[src/hdl/assert_macros.svh]
// assertion helpers shared by the rtl
`ifndef ASSERT_MACROS_SVH
`define ASSERT_MACROS_SVH

`ifndef NO_ASSERTIONS

// same-cycle implication
`define ASSERT_IMPLIES(lbl, clk, rst, ante, cons) \
   lbl: assert property (@(posedge clk) disable iff (rst) (ante) |-> (cons)) \
      else $error("assertion failed");

// next-cycle implication
`define ASSERT_NEXT(lbl, clk, rst, ante, cons) \
   lbl: assert property (@(posedge clk) disable iff (rst) (ante) |=> (cons)) \
      else $error("assertion failed");

`else

`define ASSERT_IMPLIES(lbl, clk, rst, ante, cons)
`define ASSERT_NEXT(lbl, clk, rst, ante, cons)

`endif

`endif

[src/hdl/lkpm_pkg.sv]
`timescale 1ns / 1ps

package lkpm_pkg;

   localparam int KEY_LEN_CHARS = 32;
   localparam int KEY_REG_COUNT = 4;
   localparam int COL_W         = 6;
   localparam int CSR_IDX_W     = 3;

   localparam logic [COL_W-1:0] KEY_LEN = 6'd32;
   localparam logic [COL_W-1:0] COL_SAT = 6'd33;

   localparam logic [7:0] SEP_CHAR = 8'h7C;
   localparam logic [7:0] NL_CHAR  = 8'h0A;
   localparam logic [7:0] NUL_CHAR = 8'h00;

   // key register indexes
   localparam logic [CSR_IDX_W-1:0] CSR_KEY_0_7   = 3'd0;
   localparam logic [CSR_IDX_W-1:0] CSR_KEY_8_15  = 3'd1;
   localparam logic [CSR_IDX_W-1:0] CSR_KEY_16_23 = 3'd2;
   localparam logic [CSR_IDX_W-1:0] CSR_KEY_24_31 = 3'd3;

   typedef logic [KEY_LEN_CHARS-1:0][7:0] lkpm_key_type;

   typedef struct packed {
      logic [7:0] data_byte;
      logic       first_byte;
      logic       last_byte;
   } lkpm_req_type;

   typedef struct packed {
      logic        found;
      logic [19:0] line_offset;
      logic [20:0] line_length;
   } lkpm_rsp_type;

   // scan core to output stage
   typedef struct packed {
      logic         valid;
      lkpm_rsp_type rsp;
   } lkpm_result_type;

endpackage

[src/hdl/lkpm_key_store.sv]
`timescale 1ns / 1ps

module lkpm_key_store import lkpm_pkg::*; (
   input  logic                 clock,
   input  logic                 reset,
   input  logic                 csr_valid,
   input  logic [CSR_IDX_W-1:0] csr_index,
   input  logic [63:0]          csr_data,
   output lkpm_key_type         key_chars
);

   logic [KEY_REG_COUNT-1:0][63:0] key_ff;
   logic [KEY_REG_COUNT-1:0][63:0] key_in;

   always_comb begin
      key_in = key_ff;
      if (csr_valid) begin
         case (csr_index)
            CSR_KEY_0_7:   key_in[0] = csr_data;
            CSR_KEY_8_15:  key_in[1] = csr_data;
            CSR_KEY_16_23: key_in[2] = csr_data;
            CSR_KEY_24_31: key_in[3] = csr_data;
            default:       key_in = key_ff;
         endcase
      end
   end

   always_ff @(posedge clock) begin
      if (reset) begin
         key_ff <= '0;
      end else begin
         key_ff <= key_in;
      end
   end

   // character 8r+i sits in byte 7-i of register r, msb first
   always_comb begin
      for (int r = 0; r < KEY_REG_COUNT; r++) begin
         for (int i = 0; i < 8; i++) begin
            key_chars[8*r+i] = key_ff[r][63-8*i -: 8];
         end
      end
   end

endmodule

[src/hdl/lkpm_scan.sv]
`timescale 1ns / 1ps

module lkpm_scan import lkpm_pkg::*; #(
   parameter int DB_MAX_BYTES = 1048576
) (
   input  logic            clock,
   input  logic            reset,
   input  logic            step,
   input  lkpm_req_type    item,
   input  lkpm_key_type    key_chars,
   output lkpm_result_type result
);

   localparam int OFS_W = $clog2(DB_MAX_BYTES);
   localparam int LEN_W = OFS_W + 1;
   localparam logic [OFS_W-1:0] OFS_LAST = OFS_W'(DB_MAX_BYTES - 1);

   logic             done_ff, done_in;
   logic [COL_W-1:0] column_ff, column_in;
   logic             mismatch_ff, mismatch_in;
   logic [OFS_W-1:0] offset_ff, offset_in;
   logic [OFS_W-1:0] start_ff, start_in;

   // state as seen after a possible restart
   logic             cur_done;
   logic [COL_W-1:0] cur_col;
   logic             cur_mis;
   logic [OFS_W-1:0] cur_ofs;
   logic [OFS_W-1:0] cur_start;
   logic             is_last;
   logic             is_term;
   logic             char_bad;
   logic [COL_W-1:0] col_inc;
   logic             mis_inc;
   logic             emit;
   logic             hit;
   logic [LEN_W-1:0] len;

   always_comb begin
      cur_done  = item.first_byte ? 1'b0 : done_ff;
      cur_col   = item.first_byte ? '0 : column_ff;
      cur_mis   = item.first_byte ? 1'b0 : mismatch_ff;
      cur_ofs   = item.first_byte ? '0 : offset_ff;
      cur_start = item.first_byte ? '0 : start_ff;

      is_last = item.last_byte || (cur_ofs >= OFS_LAST);
      is_term = (item.data_byte == NL_CHAR) || (item.data_byte == NUL_CHAR);

      if (cur_col < KEY_LEN) begin
         char_bad = item.data_byte != key_chars[cur_col[4:0]];
      end else if (cur_col == KEY_LEN) begin
         char_bad = item.data_byte != SEP_CHAR;
      end else begin
         char_bad = 1'b0;
      end
      col_inc = (cur_col < COL_SAT) ? cur_col + COL_W'(1) : cur_col;
      mis_inc = cur_mis || char_bad;

      done_in     = cur_done;
      column_in   = cur_col;
      mismatch_in = cur_mis;
      offset_in   = cur_ofs;
      start_in    = cur_start;
      emit        = 1'b0;
      hit         = 1'b0;
      len         = '0;

      if (!cur_done) begin
         if (!is_term) begin
            column_in   = col_inc;
            mismatch_in = mis_inc;
            if (is_last) begin
               emit = 1'b1;
               hit  = (col_inc >= COL_SAT) && !mis_inc;
               len  = (LEN_W'(cur_ofs) + LEN_W'(1)) - LEN_W'(cur_start);
            end else begin
               offset_in = cur_ofs + OFS_W'(1);
            end
         end else begin
            len = LEN_W'(cur_ofs) - LEN_W'(cur_start);
            if ((cur_col >= COL_SAT) && !cur_mis) begin
               emit = 1'b1;
               hit  = 1'b1;
            end else if (((item.data_byte == NUL_CHAR) && (cur_col < COL_SAT)) || is_last) begin
               emit = 1'b1;
            end else begin
               start_in    = cur_ofs + OFS_W'(1);
               column_in   = '0;
               mismatch_in = 1'b0;
               offset_in   = cur_ofs + OFS_W'(1);
            end
         end
         if (emit) begin
            done_in = 1'b1;
         end
      end

      result.valid           = step && emit;
      result.rsp.found       = hit;
      result.rsp.line_offset = hit ? 20'(cur_start) : '0;
      result.rsp.line_length = hit ? 21'(len) : '0;
   end

   always_ff @(posedge clock) begin
      if (reset) begin
         done_ff     <= 1'b1;
         column_ff   <= '0;
         mismatch_ff <= 1'b0;
         offset_ff   <= '0;
         start_ff    <= '0;
      end else if (step) begin
         done_ff     <= done_in;
         column_ff   <= column_in;
         mismatch_ff <= mismatch_in;
         offset_ff   <= offset_in;
         start_ff    <= start_in;
      end
   end

endmodule

[src/hdl/line_key_prefix_matcher.sv]
`timescale 1ns / 1ps
`include "assert_macros.svh"

// line_key_prefix_matcher: streams a text database one byte per request and
// reports the first line whose first 32 characters equal the key held in the
// four 64-bit key registers and whose 33rd character is '|'.
// channels: req_* carries one database byte with first/last marks, rsp_*
// carries one result per search (found, line offset, line length), csr_*
// writes the key registers and is always ready.
// path: an accepted request waits in the input register, the scan core
// processes it, and a result that ends the search goes to the result register.
// throughput: one byte per cycle while no result waits under rsp_stall; the
// scan core compares each byte and updates its counters combinationally.
// reset: key registers clear, the block idles and ignores bytes until one
// marked first_byte arrives.
// stall: a waiting result holds in the output register; if empty, the input
// register takes one more request, then req_stall rises until the result goes.
// users must write the key only while no search is in flight; not enforced.
module line_key_prefix_matcher import lkpm_pkg::*; #(
   parameter int DB_MAX_BYTES = 1048576
) (
   input  logic                 clock,
   input  logic                 reset,
   // request channel
   input  logic                 req_valid,
   output logic                 req_stall,
   input  lkpm_req_type         req_payload,
   // result channel
   output logic                 rsp_valid,
   input  logic                 rsp_stall,
   output lkpm_rsp_type         rsp_payload,
   // key register writes
   input  logic                 csr_valid,
   output logic                 csr_ready,
   input  logic [CSR_IDX_W-1:0] csr_index,
   input  logic [63:0]          csr_data
);

   // input register
   logic         in_valid_ff, in_valid_in;
   lkpm_req_type in_item_ff;

   // result register
   logic         rsp_valid_ff, rsp_valid_in;
   lkpm_rsp_type rsp_ff;

   lkpm_key_type    key_chars;
   lkpm_result_type result;
   logic            proc_fire;
   logic            req_accept;

   assign csr_ready = 1'b1;

   lkpm_key_store u_key_store (
      .clock     (clock),
      .reset     (reset),
      .csr_valid (csr_valid),
      .csr_index (csr_index),
      .csr_data  (csr_data),
      .key_chars (key_chars)
   );

   // the held request moves on once the result register has room
   assign proc_fire  = in_valid_ff && (!rsp_valid_ff || !rsp_stall);
   assign req_stall  = in_valid_ff && !proc_fire;
   assign req_accept = req_valid && !req_stall;

   lkpm_scan #(
      .DB_MAX_BYTES (DB_MAX_BYTES)
   ) u_scan (
      .clock     (clock),
      .reset     (reset),
      .step      (proc_fire),
      .item      (in_item_ff),
      .key_chars (key_chars),
      .result    (result)
   );

   always_comb begin
      if (req_accept) begin
         in_valid_in = 1'b1;
      end else if (proc_fire) begin
         in_valid_in = 1'b0;
      end else begin
         in_valid_in = in_valid_ff;
      end

      if (proc_fire) begin
         rsp_valid_in = result.valid;
      end else if (rsp_valid_ff && !rsp_stall) begin
         rsp_valid_in = 1'b0;
      end else begin
         rsp_valid_in = rsp_valid_ff;
      end
   end

   always_ff @(posedge clock) begin
      if (reset) begin
         in_valid_ff  <= 1'b0;
         rsp_valid_ff <= 1'b0;
      end else begin
         in_valid_ff  <= in_valid_in;
         rsp_valid_ff <= rsp_valid_in;
      end
   end

   // payload registers, no reset needed
   always_ff @(posedge clock) begin
      if (req_accept) begin
         in_item_ff <= req_payload;
      end
      if (proc_fire && result.valid) begin
         rsp_ff <= result.rsp;
      end
   end

   assign rsp_valid   = rsp_valid_ff;
   assign rsp_payload = rsp_ff;

   // a miss reports zero offset and length
   `ASSERT_IMPLIES(a_miss_zero, clock, reset, rsp_valid && !rsp_payload.found, (rsp_payload.line_offset == '0) && (rsp_payload.line_length == '0))
   // an empty result register never holds back a request
   `ASSERT_IMPLIES(a_no_false_stall, clock, reset, !rsp_valid_ff, !req_stall)
   // a result only appears from a processed request
   `ASSERT_NEXT(a_rsp_from_fire, clock, reset, (!rsp_valid_ff || !rsp_stall) && !proc_fire, !rsp_valid_ff)

endmodule
[config.mk]
export PLATFORM = sky130hd
export DESIGN_NAME = line_key_prefix_matcher
export DESIGN_NICKNAME = d
export VERILOG_FILES = /design/src/hdl/lkpm_pkg.sv /design/src/hdl/lkpm_key_store.sv /design/src/hdl/lkpm_scan.sv /design/src/hdl/line_key_prefix_matcher.sv
export VERILOG_INCLUDE_DIRS = /design/src /design/src/hdl
export SDC_FILE = /design/constraint.sdc
export NUM_CORES = 1
export LEC_CHECK = 0
export BUFFER_PORTS_ARGS = -buffer_cell sky130_fd_sc_hd__buf_2
export CORE_MARGIN = 1
export CORE_UTILIZATION = 55
export DETAILED_ROUTE_END_ITERATION = 6
export PLACE_DENSITY_LB_ADDON = 0.3
export SYNTH_ARGS = -nofsm -noshare
export SYNTH_HDL_FRONTEND = slang
export SYNTH_HIERARCHICAL = 1
export SYNTH_SLANG_ARGS = --single-unit
[constraint.sdc]
create_clock -name clock -period 8.6 [get_ports clock]
set_clock_uncertainty 0.05 [all_clocks]
set_input_delay 1.72 -clock clock [delete_from_list [all_inputs] [get_ports clock]]
set_output_delay 1.72 -clock clock [all_outputs]
set_load 0.01 [all_outputs]
==> qor.yml <==
drive_above_1_share: 0.112
layout_commonest_cell: "nand2b_1"
post-route-period-util: 0.517
synth-warning-count: 6
syn-cell-area_um2: 19800
cp.arrival_ps: 4590
wl_mm: 53.8
worstMarginPinSlew_ps: 1250
io_pins: 127
clkTransAtPathRegs_ps: 60
dieArea_um2: 36800
period_needed_ps: 4440
use_met2: 0.495
grt_pass1_wl_mm: 83.6
viasPerCell: 5.88
yosys_most_used_dff: "dfxtp_1"
ir_worst_vdd_v: 0.000164
most-common-layout-cells: "nand2b_1, mux2i_1, dfxtp_1"
synth_cell_types: 80
cp.required_ps: 8740
final_area_um2: 21800
critPathMaxFanout: 118
route.detailed.drc: 0
io_buffers: 125
drt_iter0_drc: 1232
areaGrowthSynthToFinish_pct: 10.1
end_kind: "flip-flop"
insertion_delay_ps: 570
synth_area_leaders: "dfxtp_1, mux2i_1, nand2b_1"
vias: 15336
leakagePower_nw: 8.86
synth_fp_nets: 2216
critPathLaunchType: "flip-flop"
place_hpwl_mm: 37.2
synth-seq-cells: 358
synth.avg_cell_area_um2: 9.54
grt_max_degree: 144
met3_usage: 0.0356
synth_edf_count: 52
ctsHtreeMaxLevel: 2
core_region_area_um2: 35500
reg2reg_depth: 14
nets: 2256
slew_headroom: 0.162
rows: 69
power_density_nw_per_um2: 172
grt_pass1_vias: 15054
setup_viol: 0
syn_inst: 2076
setup_tns_ps: 0
globalRouteOverflowTotal: 0
max_freq_mhz: 225
max_cap_viol_count: 0
drt-wirelength-per-cell_um: 20.6
yosysTopAreaCellShare: 0.309
yosysTopAreaCell: "dfxtp_1"
grtUsageTotal: 0.293
cts_max_path_buffers: 3
drt_first_pass_iters: 5
cts_root_buf: "clkbuf_16"
seq_area_frac_synth: 0.388
die_y_um: 192
gp_congestion: 0.903
postSynth.asyncResetShare: 0
tritoncts: "built"
ant_nets: 0
min_path_cells: 2
status: "completed"
cts-buffers-inserted: 40
final_hold_viol_count: 0
antenna_found_initial: 0
rsz0062_at_grt: "false"
path_class: "flip-flop to flip-flop"
clock-sinks: 358
post_cts_buffers: 0
die_w_um: 192
cts_hold_buffers: 0
maxSlewViolCount: 0
start_util: 0.558
cts_resized: 0
hold_class: "flip-flop to flip-flop"
gr-usage-met1: 0.371
grt.busiest_layer: "met2"
postPlaceCellArea_um2: 20500
==> logic make-up after synthesis <==
kind of cell,synth area share
flip-flops,0.388
buffers and inverters,0.0486
other,0.000189
AND/OR/NAND/NOR,0.215
AO/OA/AOI/OAI,0.101
XOR/XNOR,0.0301
adder cells (fa/ha/maj),0.0412
multiplexers,0.176
==> synth_stat cells (22+ instances only) <==
cell / number
a21oi_1: 79
clkbuf_1: 61
nor2b_1: 38
nor2_1: 107
nand3_1: 22
buf_2: 43
mux2i_1: 348
edfxtp_1: 52
xnor2_1: 47
inv_1: 57
dfxtp_1: 306
o21ai_0: 42
a22oi_1: 43
nand2b_1: 359
buf_4: 28
nand2_1: 116
ha_1: 46
==> layer usage <==
layer | up-vias | routed length [um]
met1 | 7437 | 23100
met3 | 128 | 2820
met5 | - | 0
met2 | 498 | 25600
li1 | 7273 | -
met4 | 0 | 2320
==> state kept, by name (all words and copies together) (netlist names) <==
register,flops
u_scan/offset_ff,20
u_key_store/key_chars,256
u_scan/mismatch_ff,1
in_item_ff,10
u_scan/start_ff,20
rsp_valid,1
u_scan/column_ff,6
rsp_payload,42
u_scan/done_ff,1
in_valid_ff,1
==> where the power goes <==
group          internal [mW]  total [mW]  switching [mW]  leakage [nW]
combinational          0.113       0.278           0.165          5.35
clock                   1.02        1.72           0.701         0.651
sequential              1.73        1.76          0.0279          2.87
==> critical path: stages (launching register included) <==
cell	delay, ps
edfxtp_1	620
buf_12	330
nand2b_1	240
inv_1	100
ha_1	240
and3_1	200
and3_1	380
a41o_1	420
a31oi_2	100
nand2b_2	170
o21ai_2	230
nor2_1	180
nand2_1	120
a21oi_4	120
buf_4	450
==> final cells by class <==
| type | instances | area [um^2] |
|---|---|---|
| clock inverters | 13 | 126 |
| flip-flops and latches | 358 | 7690 |
| fillers | 2954 | 13700 |
| repair buffers | 141 | 767 |
| multi-input cells | 1516 | 11200 |
| clock buffers | 60 | 1190 |
| inverters | 59 | 221 |
| diodes | 1 | 2.50 |
| well taps | 461 | 577 |
==> through the flow <==
stage	setup WS, ps	total power, mW	instances	util	hold WS (ps)
after detailed placement	4260	2.07	2535	0.577	411
after floorplan	2440	1.98	2076	-	394
after global placement	4380	2.06	2535	0.577	405
after CTS	4230	3.78	2608	0.614	426
after global routing	3840	3.87	2608	0.614	439
final	4160	3.75	2609	0.614	424
==> final timing paths <==
path                            slack, ps                    endpoint                       start
worst max-delay path                 4160             rsp_payload[17]               in_item_ff[1]
worst min-delay path                  420  u_key_store/key_chars[204]  u_key_store/key_chars[204]
worst max register to register       4160             rsp_payload[17]               in_item_ff[1]
worst min register to register        420  u_key_store/key_chars[204]  u_key_store/key_chars[204]
No activity file was read; power rests on OpenSTA's default activity.
